[config.mk]
export PLATFORM = sky130hd
export DESIGN_NAME = balanced_expression_scanner_core
export DESIGN_NICKNAME = d
export VERILOG_FILES = /design/src/hdl/bes_pkg.sv /design/src/hdl/bes_stack_cell.sv /design/src/hdl/bes_stack.sv /design/src/hdl/balanced_expression_scanner_core.sv
export SDC_FILE = /design/constraint.sdc
export NUM_CORES = 1
export LEC_CHECK = 0
export BUFFER_PORTS_ARGS = -buffer_cell sky130_fd_sc_hd__buf_2
export CELL_PAD_IN_SITES_DETAIL_PLACEMENT = 1
export CELL_PAD_IN_SITES_GLOBAL_PLACEMENT = 2
export CORE_ASPECT_RATIO = 1.25
export CORE_UTILIZATION = 40
export CTS_CLUSTER_SIZE = 28
export DETAILED_ROUTE_END_ITERATION = 10
export MAX_ROUTING_LAYER = met4
export PLACE_DENSITY = 0.85
export SLEW_MARGIN = 20
export SYNTH_ARGS = -nofsm -noshare
export SYNTH_HDL_FRONTEND = slang
export SYNTH_HIERARCHICAL = 1
export SYNTH_SLANG_ARGS = --single-unit
[constraint.sdc]
create_clock -name i_clk -period 6.45 [get_ports i_clk]
set_input_delay 1.29 -clock i_clk [delete_from_list [all_inputs] [get_ports i_clk]]
set_output_delay 1.29 -clock i_clk [all_outputs]
set_load 0.1 [all_outputs]
[src/hdl/bes_pkg.sv]
// ============================================================================
// bes_pkg
// Shared types, character codes and helpers for the expression scanner.
// ============================================================================
package bes_pkg;

    localparam int STACK_DEPTH_DEF = 16;
    localparam int COUNT_WIDTH_DEF = 16;

    localparam int ENTRY_W   = 10;
    localparam int DEPTH_W   = 16;
    localparam int INTERP_W  = 9;
    localparam int LEN_OUT_W = 16;

    localparam logic [DEPTH_W-1:0]  DEPTH_MAX  = '1;
    localparam logic [INTERP_W-1:0] INTERP_MAX = '1;

    localparam logic [7:0] CH_NUL    = 8'h00;
    localparam logic [7:0] CH_TAB    = 8'h09;
    localparam logic [7:0] CH_LF     = 8'h0A;
    localparam logic [7:0] CH_CR     = 8'h0D;
    localparam logic [7:0] CH_SPACE  = 8'h20;
    localparam logic [7:0] CH_DQUOTE = 8'h22;
    localparam logic [7:0] CH_HASH   = 8'h23;
    localparam logic [7:0] CH_DOLLAR = 8'h24;
    localparam logic [7:0] CH_SQUOTE = 8'h27;
    localparam logic [7:0] CH_LPAREN = 8'h28;
    localparam logic [7:0] CH_RPAREN = 8'h29;
    localparam logic [7:0] CH_SLASH  = 8'h2F;
    localparam logic [7:0] CH_COLON  = 8'h3A;
    localparam logic [7:0] CH_AT     = 8'h40;
    localparam logic [7:0] CH_LBRACK = 8'h5B;
    localparam logic [7:0] CH_BSLASH = 8'h5C;
    localparam logic [7:0] CH_RBRACK = 8'h5D;
    localparam logic [7:0] CH_BQUOTE = 8'h60;
    localparam logic [7:0] CH_LBRACE = 8'h7B;
    localparam logic [7:0] CH_RBRACE = 8'h7D;

    typedef enum logic [1:0] {
        Q_NONE   = 2'd0,
        Q_SINGLE = 2'd1,
        Q_DOUBLE = 2'd2,
        Q_BACK   = 2'd3
    } t_quote;

    typedef enum logic [1:0] {
        ST_NONE     = 2'd0,
        ST_FOUND    = 2'd1,
        ST_OVERFLOW = 2'd2
    } t_status;

    typedef enum logic [1:0] {
        PH_IDLE  = 2'd0,
        PH_SPACE = 2'd1,
        PH_SCAN  = 2'd2
    } t_phase;

    typedef enum logic [1:0] {
        OP_HOLD  = 2'd0,
        OP_PUSH  = 2'd1,
        OP_POP   = 2'd2,
        OP_WRITE = 2'd3
    } t_stack_op;

    typedef struct packed {
        t_stack_op          op;
        logic [ENTRY_W-1:0] entry;
    } t_stack_ctl;

    function automatic t_quote quote_code(input logic [7:0] c);
        t_quote q;
        case (c)
            CH_SQUOTE: q = Q_SINGLE;
            CH_DQUOTE: q = Q_DOUBLE;
            CH_BQUOTE: q = Q_BACK;
            default:   q = Q_NONE;
        endcase
        return q;
    endfunction

endpackage

[src/hdl/bes_stack_cell.sv]
// ============================================================================
// bes_stack_cell
// One entry of the shifting context stack; takes its upper or lower neighbor.
// ============================================================================
module bes_stack_cell
    import bes_pkg::*;
(
    input  logic               i_clk,
    input  t_stack_op          i_op,
    input  logic [ENTRY_W-1:0] i_up,
    input  logic [ENTRY_W-1:0] i_down,
    output logic [ENTRY_W-1:0] o_entry
);

    logic [ENTRY_W-1:0] r_entry;
    logic [ENTRY_W-1:0] n_entry;

    always_comb begin
        case (i_op)
            OP_PUSH:  n_entry = i_up;
            OP_WRITE: n_entry = i_up;
            OP_POP:   n_entry = i_down;
            default:  n_entry = r_entry;
        endcase
    end

    always_ff @(posedge i_clk) begin
        r_entry <= n_entry;
    end

    assign o_entry = r_entry;

endmodule

[src/hdl/bes_stack.sv]
// ============================================================================
// bes_stack
// Context stack built as a row of cells; the top entry always sits in cell 0.
// ============================================================================
module bes_stack
    import bes_pkg::*;
#(
    parameter int STACK_DEPTH = STACK_DEPTH_DEF
) (
    input  logic               i_clk,
    input  t_stack_ctl         i_ctl,
    output logic [ENTRY_W-1:0] o_top
);

    logic [ENTRY_W-1:0] w_entry [STACK_DEPTH];
    t_stack_op          w_lower_op;

    // Only the top cell takes a rewrite of its entry.
    assign w_lower_op = (i_ctl.op == OP_WRITE) ? OP_HOLD : i_ctl.op;

    for (genvar g = 0; g < STACK_DEPTH; g++) begin : g_cell
        logic [ENTRY_W-1:0] w_up;
        logic [ENTRY_W-1:0] w_down;
        t_stack_op          w_op;

        if (g == 0) begin : g_head
            assign w_up = i_ctl.entry;
            assign w_op = i_ctl.op;
        end else begin : g_body
            assign w_up = w_entry[g-1];
            assign w_op = w_lower_op;
        end

        if (g == STACK_DEPTH - 1) begin : g_tail
            assign w_down = w_entry[g];
        end else begin : g_mid
            assign w_down = w_entry[g+1];
        end

        bes_stack_cell u_cell (
            .i_clk   (i_clk),
            .i_op    (w_op),
            .i_up    (w_up),
            .i_down  (w_down),
            .o_entry (w_entry[g])
        );
    end

    assign o_top = w_entry[0];

endmodule

[src/hdl/balanced_expression_scanner_core.sv]
// ============================================================================
// balanced_expression_scanner_core
// Scans a character stream for the extent of a bracket-balanced expression.
// ============================================================================
// A result is registered in the output stage, or in the skid register if that is held.
// Throughput: one character request per cycle; every step reads only cell 0 of the stack.
// The input stalls only while a second result waits in the skid register.
// Synchronous active-low reset clears the scan state, ts_mode and the output stage.
// The stack cells are not reset; an entry is read only after it has been pushed.
module balanced_expression_scanner_core
    import bes_pkg::*;
#(
    parameter int STACK_DEPTH = STACK_DEPTH_DEF,
    parameter int COUNT_WIDTH = COUNT_WIDTH_DEF
) (
    input  logic        i_clk,
    input  logic        i_rst_n,
    input  logic        i_cfg_valid,
    output logic        o_cfg_ready,
    input  logic        i_cfg_data,       // ts_mode
    input  logic        i_s_axis_tvalid,
    output logic        o_s_axis_tready,
    input  logic [7:0]  i_s_axis_tdata,   // char_code
    input  logic        i_s_axis_tuser,   // start_scan
    output logic        o_m_axis_tvalid,
    input  logic        i_m_axis_tready,
    output logic [23:0] o_m_axis_tdata,   // ts_tag, token_length, zero fill
    output logic [1:0]  o_m_axis_tuser    // status
);

    localparam int LVL_W = $clog2(STACK_DEPTH + 1);
    localparam int LW    = (COUNT_WIDTH > LEN_OUT_W) ? COUNT_WIDTH : LEN_OUT_W;

    t_phase                 r_phase, n_phase;
    logic [DEPTH_W-1:0]     r_depth, n_depth;
    logic                   r_has, n_has;
    logic [LVL_W-1:0]       r_level, n_level;
    logic                   r_esc, n_esc;
    logic                   r_dol, n_dol;
    logic [COUNT_WIDTH-1:0] r_len, n_len;
    logic                   r_ts;

    logic                   r_out_valid, r_skid_valid;
    t_status                r_out_status, r_skid_status;
    logic                   r_out_ts, r_skid_ts;
    logic [LEN_OUT_W-1:0]   r_out_len, r_skid_len;

    logic                   w_acc;
    logic [7:0]             w_c;
    t_phase                 w_ph;
    logic [DEPTH_W-1:0]     w_depth;
    logic                   w_has;
    logic [LVL_W-1:0]       w_level;
    logic                   w_esc, w_dol;
    logic [COUNT_WIDTH-1:0] w_len, w_len_inc;
    logic [ENTRY_W-1:0]     w_top;
    t_quote                 w_q, w_tq;
    logic [INTERP_W-1:0]    w_n;
    logic                   w_full, w_space, w_reject;
    logic                   w_fin, w_enter_scan;
    t_status                w_status;
    t_stack_ctl             w_ctl;
    logic [LW-1:0]          w_len_ext;
    logic [LEN_OUT_W-1:0]   w_len_out;
    logic                   w_pop_out;

    assign o_cfg_ready     = 1'b1;
    assign o_s_axis_tready = !r_skid_valid;
    assign w_acc           = i_s_axis_tvalid && o_s_axis_tready;
    assign w_c             = i_s_axis_tdata;

    // A start request sees a freshly cleared scan.
    assign w_ph      = i_s_axis_tuser ? PH_SPACE : r_phase;
    assign w_depth   = i_s_axis_tuser ? '0 : r_depth;
    assign w_has     = i_s_axis_tuser ? 1'b0 : r_has;
    assign w_level   = i_s_axis_tuser ? '0 : r_level;
    assign w_esc     = i_s_axis_tuser ? 1'b0 : r_esc;
    assign w_dol     = i_s_axis_tuser ? 1'b0 : r_dol;
    assign w_len     = i_s_axis_tuser ? '0 : r_len;
    assign w_len_inc = (w_len == '1) ? w_len : w_len + 1'b1;

    assign w_q    = quote_code(w_c);
    assign w_tq   = t_quote'(w_top[1:0]);
    assign w_n    = w_top[INTERP_W-1:0];
    assign w_full = (w_level == LVL_W'(STACK_DEPTH));

    assign w_space  = (w_c == CH_SPACE) || (w_c == CH_TAB) || (w_c == CH_LF)
                   || (w_c == CH_CR);
    assign w_reject = (w_c == CH_NUL) || (w_c == CH_HASH) || (w_c == CH_COLON)
                   || (w_c == CH_AT) || (w_c == CH_SLASH);

    always_comb begin
        w_fin        = 1'b0;
        w_status     = ST_NONE;
        w_enter_scan = 1'b0;
        w_ctl.op     = OP_HOLD;
        w_ctl.entry  = '0;
        n_depth      = w_depth;
        n_has        = w_has;
        n_level      = w_level;
        n_esc        = w_esc;
        n_dol        = w_dol;
        n_len        = w_len;
        if (w_ph == PH_SPACE && w_space) begin
            w_fin = 1'b0;
        end else if (w_ph == PH_SPACE && w_reject) begin
            w_fin    = 1'b1;
            w_status = ST_NONE;
        end else if (w_ph != PH_IDLE) begin
            w_enter_scan = 1'b1;
            n_len        = w_len_inc;
            if (w_c == CH_NUL) begin
                w_fin    = 1'b1;
                w_status = w_has ? ST_FOUND : ST_NONE;
            end else if (w_level == '0) begin
                n_has = 1'b1;
                if (w_depth == '0 && w_c == CH_RBRACE) begin
                    w_fin    = 1'b1;
                    w_status = w_has ? ST_FOUND : ST_NONE;
                end else if (w_q != Q_NONE) begin
                    if (w_full) begin
                        w_fin    = 1'b1;
                        w_status = ST_OVERFLOW;
                    end else begin
                        w_ctl.op    = OP_PUSH;
                        w_ctl.entry = ENTRY_W'(w_q);
                        n_level     = w_level + 1'b1;
                    end
                end else if (w_c == CH_LPAREN || w_c == CH_LBRACK || w_c == CH_LBRACE) begin
                    if (w_depth == DEPTH_MAX) begin
                        w_fin    = 1'b1;
                        w_status = ST_OVERFLOW;
                    end else begin
                        n_depth = w_depth + 1'b1;
                    end
                end else if (w_c == CH_RPAREN || w_c == CH_RBRACK || w_c == CH_RBRACE) begin
                    if (w_depth == '0) begin
                        w_fin    = 1'b1;
                        w_status = w_has ? ST_FOUND : ST_NONE;
                    end else begin
                        n_depth = w_depth - 1'b1;
                    end
                end
            end else if (w_top[ENTRY_W-1]) begin
                if (w_q != Q_NONE) begin
                    if (w_full) begin
                        w_fin    = 1'b1;
                        w_status = ST_OVERFLOW;
                    end else begin
                        w_ctl.op    = OP_PUSH;
                        w_ctl.entry = ENTRY_W'(w_q);
                        n_level     = w_level + 1'b1;
                    end
                end else if (w_c == CH_LBRACE) begin
                    if (w_n == INTERP_MAX) begin
                        w_fin    = 1'b1;
                        w_status = ST_OVERFLOW;
                    end else begin
                        w_ctl.op    = OP_WRITE;
                        w_ctl.entry = {1'b1, w_n + 1'b1};
                    end
                end else if (w_c == CH_RBRACE) begin
                    if (w_n <= INTERP_W'(1)) begin
                        w_ctl.op = OP_POP;
                        n_level  = w_level - 1'b1;
                    end else begin
                        w_ctl.op    = OP_WRITE;
                        w_ctl.entry = {1'b1, w_n - 1'b1};
                    end
                end
            end else if (w_esc) begin
                n_esc = 1'b0;
            end else if (w_dol && w_tq == Q_BACK && w_c == CH_LBRACE) begin
                n_dol = 1'b0;
                if (w_full) begin
                    w_fin    = 1'b1;
                    w_status = ST_OVERFLOW;
                end else begin
                    w_ctl.op    = OP_PUSH;
                    w_ctl.entry = {1'b1, INTERP_W'(1)};
                    n_level     = w_level + 1'b1;
                end
            end else begin
                n_dol = 1'b0;
                if (w_q != Q_NONE && w_q == w_tq) begin
                    w_ctl.op = OP_POP;
                    n_level  = w_level - 1'b1;
                end else if (w_c == CH_BSLASH) begin
                    n_esc = 1'b1;
                end else if (w_tq == Q_BACK && w_c == CH_DOLLAR) begin
                    n_dol = 1'b1;
                end
            end
        end
        if (w_fin) begin
            w_ctl.op = OP_HOLD;
            n_depth  = '0;
            n_has    = 1'b0;
            n_level  = '0;
            n_esc    = 1'b0;
            n_dol    = 1'b0;
            n_len    = '0;
        end
        if (!w_acc) begin
            w_ctl.op = OP_HOLD;
        end
    end

    always_comb begin
        if (!w_acc) begin
            n_phase = r_phase;
        end else if (w_fin) begin
            n_phase = PH_IDLE;
        end else if (w_enter_scan) begin
            n_phase = PH_SCAN;
        end else begin
            n_phase = w_ph;
        end
    end

    assign w_len_ext = LW'(w_len);
    assign w_len_out = (w_len_ext > LW'({LEN_OUT_W{1'b1}})) ? '1 : w_len_ext[LEN_OUT_W-1:0];

    bes_stack #(
        .STACK_DEPTH (STACK_DEPTH)
    ) u_stack (
        .i_clk (i_clk),
        .i_ctl (w_ctl),
        .o_top (w_top)
    );

    always_ff @(posedge i_clk) begin
        if (!i_rst_n) begin
            r_phase <= PH_IDLE;
            r_depth <= '0;
            r_has   <= 1'b0;
            r_level <= '0;
            r_esc   <= 1'b0;
            r_dol   <= 1'b0;
            r_len   <= '0;
        end else if (w_acc) begin
            r_phase <= n_phase;
            r_depth <= n_depth;
            r_has   <= n_has;
            r_level <= n_level;
            r_esc   <= n_esc;
            r_dol   <= n_dol;
            r_len   <= n_len;
        end
    end

    always_ff @(posedge i_clk) begin
        if (!i_rst_n) begin
            r_ts <= 1'b0;
        end else if (i_cfg_valid) begin
            r_ts <= i_cfg_data;
        end
    end

    assign w_pop_out = r_out_valid && i_m_axis_tready;

    always_ff @(posedge i_clk) begin
        if (!i_rst_n) begin
            r_out_valid  <= 1'b0;
            r_skid_valid <= 1'b0;
        end else if (!r_out_valid || w_pop_out) begin
            r_out_valid  <= r_skid_valid || (w_acc && w_fin);
            r_skid_valid <= 1'b0;
        end else if (w_acc && w_fin) begin
            r_skid_valid <= 1'b1;
        end
    end

    always_ff @(posedge i_clk) begin
        if (!r_out_valid || w_pop_out) begin
            if (r_skid_valid) begin
                r_out_status <= r_skid_status;
                r_out_ts     <= r_skid_ts;
                r_out_len    <= r_skid_len;
            end else begin
                r_out_status <= w_status;
                r_out_ts     <= (w_status == ST_FOUND) ? r_ts : 1'b0;
                r_out_len    <= w_len_out;
            end
        end
        if (!r_skid_valid) begin
            r_skid_status <= w_status;
            r_skid_ts     <= (w_status == ST_FOUND) ? r_ts : 1'b0;
            r_skid_len    <= w_len_out;
        end
    end

    assign o_m_axis_tvalid = r_out_valid;
    assign o_m_axis_tdata  = {7'd0, r_out_len, r_out_ts};
    assign o_m_axis_tuser  = r_out_status;

endmodule

; ---- Yosys cells after proc, flatten, opt, wreduce, memory -nomap -nowiden
; Index checks and enable logic that the tools add are counted.
[totals]
register_bits = 243
output_inout_bits = 29
in_bits = 15
[op_classes]
n_bitwise = 1
n_lt_le_gt_ge = 2
mux = 156
eq_ne = 33
add_sub_neg = 7
reduce_logical = 35
[op_table]
columns = op, count
row1 = 16-bit two-way mux, 21
row2 = 10-bit one-hot mux with 2 select lines, 15
row3 = 12-bit two-way mux, 11
row4 = 5-bit two-way mux, 18
row5 = 8-bit by 6-bit equality test with 1-bit output (second input constant), 9
row6 = 1-bit two-way mux, 59
row7 = 8-bit by 7-bit equality test with 1-bit output (second input constant), 7
row8 = 2-bit two-way mux, 25
row9 = 11-bit two-way mux, 4
row10 = 16-bit by 1-bit adder with 16-bit output (second input constant), 2
row11 = 16-bit equality test (second input constant), 2
row12 = 8-bit by 4-bit equality test with 1-bit output (second input constant), 3
row13 = 10-bit two-way mux, 2
row14 = 16-bit greater-than comparator (second input constant), 1
row15 = 16-bit zero test, 1
row16 = 16-bit by 1-bit subtractor with 16-bit output (second input constant), 1
row17 = 1-bit logical OR, 13
row18 = 2-bit equality test (second input constant), 5
row19 = 1-bit logical AND, 10
row20 = 9-bit by 1-bit adder with 9-bit output (second input constant), 1
row21 = 9-bit equality test (second input constant), 1
row22 = 9-bit by 1-bit <= comparator with 1-bit output (second input constant), 1
row23 = 9-bit by 1-bit subtractor with 9-bit output (second input constant), 1
row24 = 2-bit by 1-bit equality test with 1-bit output (second input constant), 4
row25 = 11 further kinds, 17

; ---- Depth between registers and ports, before layout
[logic_depth]
ltp_word = 20
ltp_mapped = 17
depth_no_buf = 14

; ---- Modules after synthesis
; The synthesis kept the hierarchy.
[modules_own_cells]
columns = mod, cells_each, area_each_um2, seq_area_each_um2, n_inst
row1 = bes_stack_cell, 23, 490.5, 300.3, 16
row2 = balanced_expression_scanner_core, 771, 5884.4, 1851.8, 1
row3 = bes_stack, 2, 15.0, 0.0, 1

; ---- Worst setup path before layout
; OpenSTA, ideal clock, no wires.
[synth_path]
path_kind = input-to-reg
startpoint = input i_s_axis_tuser
endpoint = register u_stack.g_cell[10].u_cell.r_entry[0] (data pin)
path_stages = 17
setup_time_ns = 0.260
t_required_ns = 6.190
slack_ns = -0.484
path_buffers = 4
arrival_ns = 6.673
path_cell_list = clkbuf_1 -> clkbuf_1 -> and2b_2 -> inv_1 -> ha_1 -> clkbuf_1 -> o21ai_1 -> a31oi_1 -> nor2b_1 -> o221ai_4 -> nand2_1 -> nand3_1 -> nor2_1 -> nor2b_1 -> nor2b_4 -> buf_12 -> mux2_4
[synth_rtl]
columns = item, line
row1 = start: declaration, balanced_expression_scanner_core.sv:24  ; input logic i_s_axis_tuser,
row2 = end signal: assignment, bes_stack_cell.sv:28  ; r_entry <= n_entry;
row3 = end: declaration, bes_stack_cell.sv:15  ; logic [ENTRY_W-1:0] r_entry;

==> results.md <==
* Largest family of logic cells by synthesized area: multiplexers
* Post-route ant nets at 0
* Vias after detailed routing at 9247
* Post-Synth Adder-Cell Area at 0.728%
* Final Skew at 0.0173 ns
* Post-synth top area share at 39.1%
* Slew of the pin with the lowest slew margin at 0.860 ns
* Pin count of the biggest net entering global routing at 42
* Setup TNS at 0 ns
* Vias per cell at 5.80
* Area contributors post-synth: edfxtp_1 39%, mux2_4 17%, dfxtp_1 9.3%, buf_12 2.3%, nand2_1 2.3%
* CTS max path bufs at 3
* DRT iter0 DRCs at 472
* IO Count at 44
* Max Freq at 0.185 GHz
* TritonCTS clock tree: yes
* CP Class: input pin to register
* Cell leakage power at 5.36 nW
* Grt total ovfl at 0
* Xor and xnor area share after synthesis at 0.828%
* Post-Route Utilization at 44.2%
* # clock sinks at 243
* P&R area growth vs syn at 8.36%
* Die area at 35100 um^2
* Placer congestion estimate at 0.848
* Root Buffer: clkbuf_16
* Die Y at 209 um
* Worst path arrival time at 5.70 ns
* RSZ-0062 raised after global routing: false
* Yosys reg bits at 243
* First drt pass iteration count at 5
* Area leader, netlist: edfxtp_1
* Crit share post-route at 83.9%
* CP endpoint kind: register
* Synth Area in Simple Gates at 15.9%
* Total Routing Usage GR at 20.8%
* Rel. slew slack at 42.1%
* Max Slew Vio Count at 0
* Busiest grt layer: met2
* Number of H-tree levels at 1
* Clock-pin transition on the worst setup and hold timing paths at 0.06 ns
* Main synth FF type: edfxtp_1
* Finished Cell Area at 14900 um^2
* DRC errors left at 0
* Sequential fraction of the synthesis area at 48.4%
* Area of the core at 33700 um^2
* Most common library cells after synthesis: 179 x edfxtp_1, 160 x mux2_4, 85 x nand2_1
* Grt met1 use at 23.9%
* Total power per unit cell area at 224 nW/um^2
* Required time of the critical path at 6.74 ns
* WL/cell at 22.0 um
* Hold Path Class: register to register
* Layout cells sized above 1 at 27.0%
* Starting Density at 40.8%
* Final setup violation count at 0
* Max_cap viols at 0
* Row cnt at 75
* Status: finished clean
* Synth Area in Compound Gates at 10.7%
* CTS Hold Bufs at 0
* Ys Warns at 6
* Antenna violations before repair at 0
* CTS Buf Count at 27
* DP Area at 14000 um^2
* Post-CTS Resized at 0
* Hold Violations, Final at 0
* Synthesized area per cell at 12.0 um^2
* Most common cell in the netlist: edfxtp_1
* M3 GR Usage at 2.17%
* Mux cell area share after synthesis at 18.3%
* Routed WL at 35000 um
* Worst Path Max Fanout at 30
* Cell count after synthesis at 1141
* Nets@finish at 1174
* Worst VDD drop at 0.191 mV
* Die X at 168 um
* Post-synthesis cell type count at 91
* Min cycle time layout at 5.41 ns
* Filler Cells Inserted at 3547
* Post-synth EDFFs at 179
* CP startpoint kind: input pin
* Post-CTS setup buffers at 0
* First-pass GRT wire length at 55700 um
* GR Util met2 at 36.6%
* Dpl hpwl at 25400 um
* Skew-Pair Late Insertion Delay at 0.55 ns
* Number of global-route vias before repair at 9643
* Ant diodes at 0
* Post-Syn Area at 13700 um^2
* IO Port Bufs at 35
* FFs w/ async S/R, synth at 0%
==> layer usage <==
metal	vias to the layer above	part of all wire [%]
li1	4331	-
met4	0	4.2
met3	79	2.6
met2	162	52
met1	4675	41
met5	-	0
==> sequential cells by signal, indices dropped and copies added, names as in the netlist, 2 cells and up <==
name                           cells
u_stack/g_cell.u_cell/o_entry    160
r_depth                           16
r_len                             16
r_out_len                         16
r_skid_len                        16
r_level                            5
o_m_axis_tuser                     2
r_phase                            2
r_skid_status                      2
==> through the flow <==
stage / cells / hold slack [ns] / total power, mW / worst slack [ns]
2_1_floorplan: 1147 / 0.417 / 1.80 / 0.363
3_3_place_gp: 1544 / 0.438 / 1.83 / 0.549
3_5_place_dp: 1544 / 0.447 / 1.83 / 0.481
4_1_cts: 1593 / 0.461 / 3.38 / 1.06
5_1_grt: 1594 / 0.477 / 3.43 / 0.760
6_report: 1594 / 0.454 / 3.34 / 1.04
==> power by group <==
part / internal [mW] / switching [mW] / total [mW]
registers: 1.66 / 0.00530 / 1.67
logic: 0.0316 / 0.101 / 0.133
clock network: 0.892 / 0.648 / 1.54
total: 2.59 / 0.755 / 3.34
==> cells in the final DEF, fill, tap and decap left out, types with 20 or more instances in the layout <==
master       n
edfxtp_1   179
mux2_4     160
nand2_1     85
nor2_1      70
dfxtp_1     64
a21oi_1     53
o21ai_0     52
nand3_1     41
buf_2       35
clkbuf_16   27
nor3_1      26
nand4_1     23
inv_1       20
buf_4       20
==> cells by family (layout without fill, tap and decap cells) <==
kind of cell,Yosys count,count (layout)
and+or+nand+nor,385,385
adders and majority gates,8,8
other,2,8
AOI/OAI and AO/OA,217,217
xor gates and xnor gates,13,13
muxes,170,170
DFF,243,243
buffers and inverters,103,127
==> critical path: stages <==
cell and delay (ns):
buf_2 0.14, or4b_1 0.68, or4_1 0.51, a21oi_1 0.41
o21ai_0 0.24, nand2_1 0.11, o311ai_0 0.25, nor3_1 0.60
and2b_2 0.58, nor2b_4 0.54, mux2_4 0.34
==> final timing paths <==
check | slack (ns) | start | cells past startpoint | endpoint
worst min-delay path | 0.45 | r_skid_status[0]$_DFF_P_ | 1 | r_skid_status[0]$_DFF_P_
worst min register to register | 0.45 | r_skid_status[0]$_DFF_P_ | 1 | r_skid_status[0]$_DFF_P_
worst max register to register | 1.72 | r_phase[1]$_SDFFE_PN0P_ | 10 | u_stack/g_cell[9].u_cell/o_entry[9]$_DFFE_PP_
worst max-delay path | 1.04 | i_s_axis_tdata[4] | 11 | u_stack/g_cell[9].u_cell/o_entry[9]$_DFFE_PP_
==> final cells by class <==
class / count / area [um^2] / area share (%)
inverters: 22 / 82.6 / 0.554
clock buffers: 32 / 694 / 4.66
repair buffers: 56 / 337 / 2.26
multi-input cells: 801 / 6420 / 43.1
clock inverters: 17 / 179 / 1.20
well taps: 423 / 529 / 3.55
flip-flops and latches: 243 / 6660 / 44.7
No activity file was read; power rests on OpenSTA's default activity.
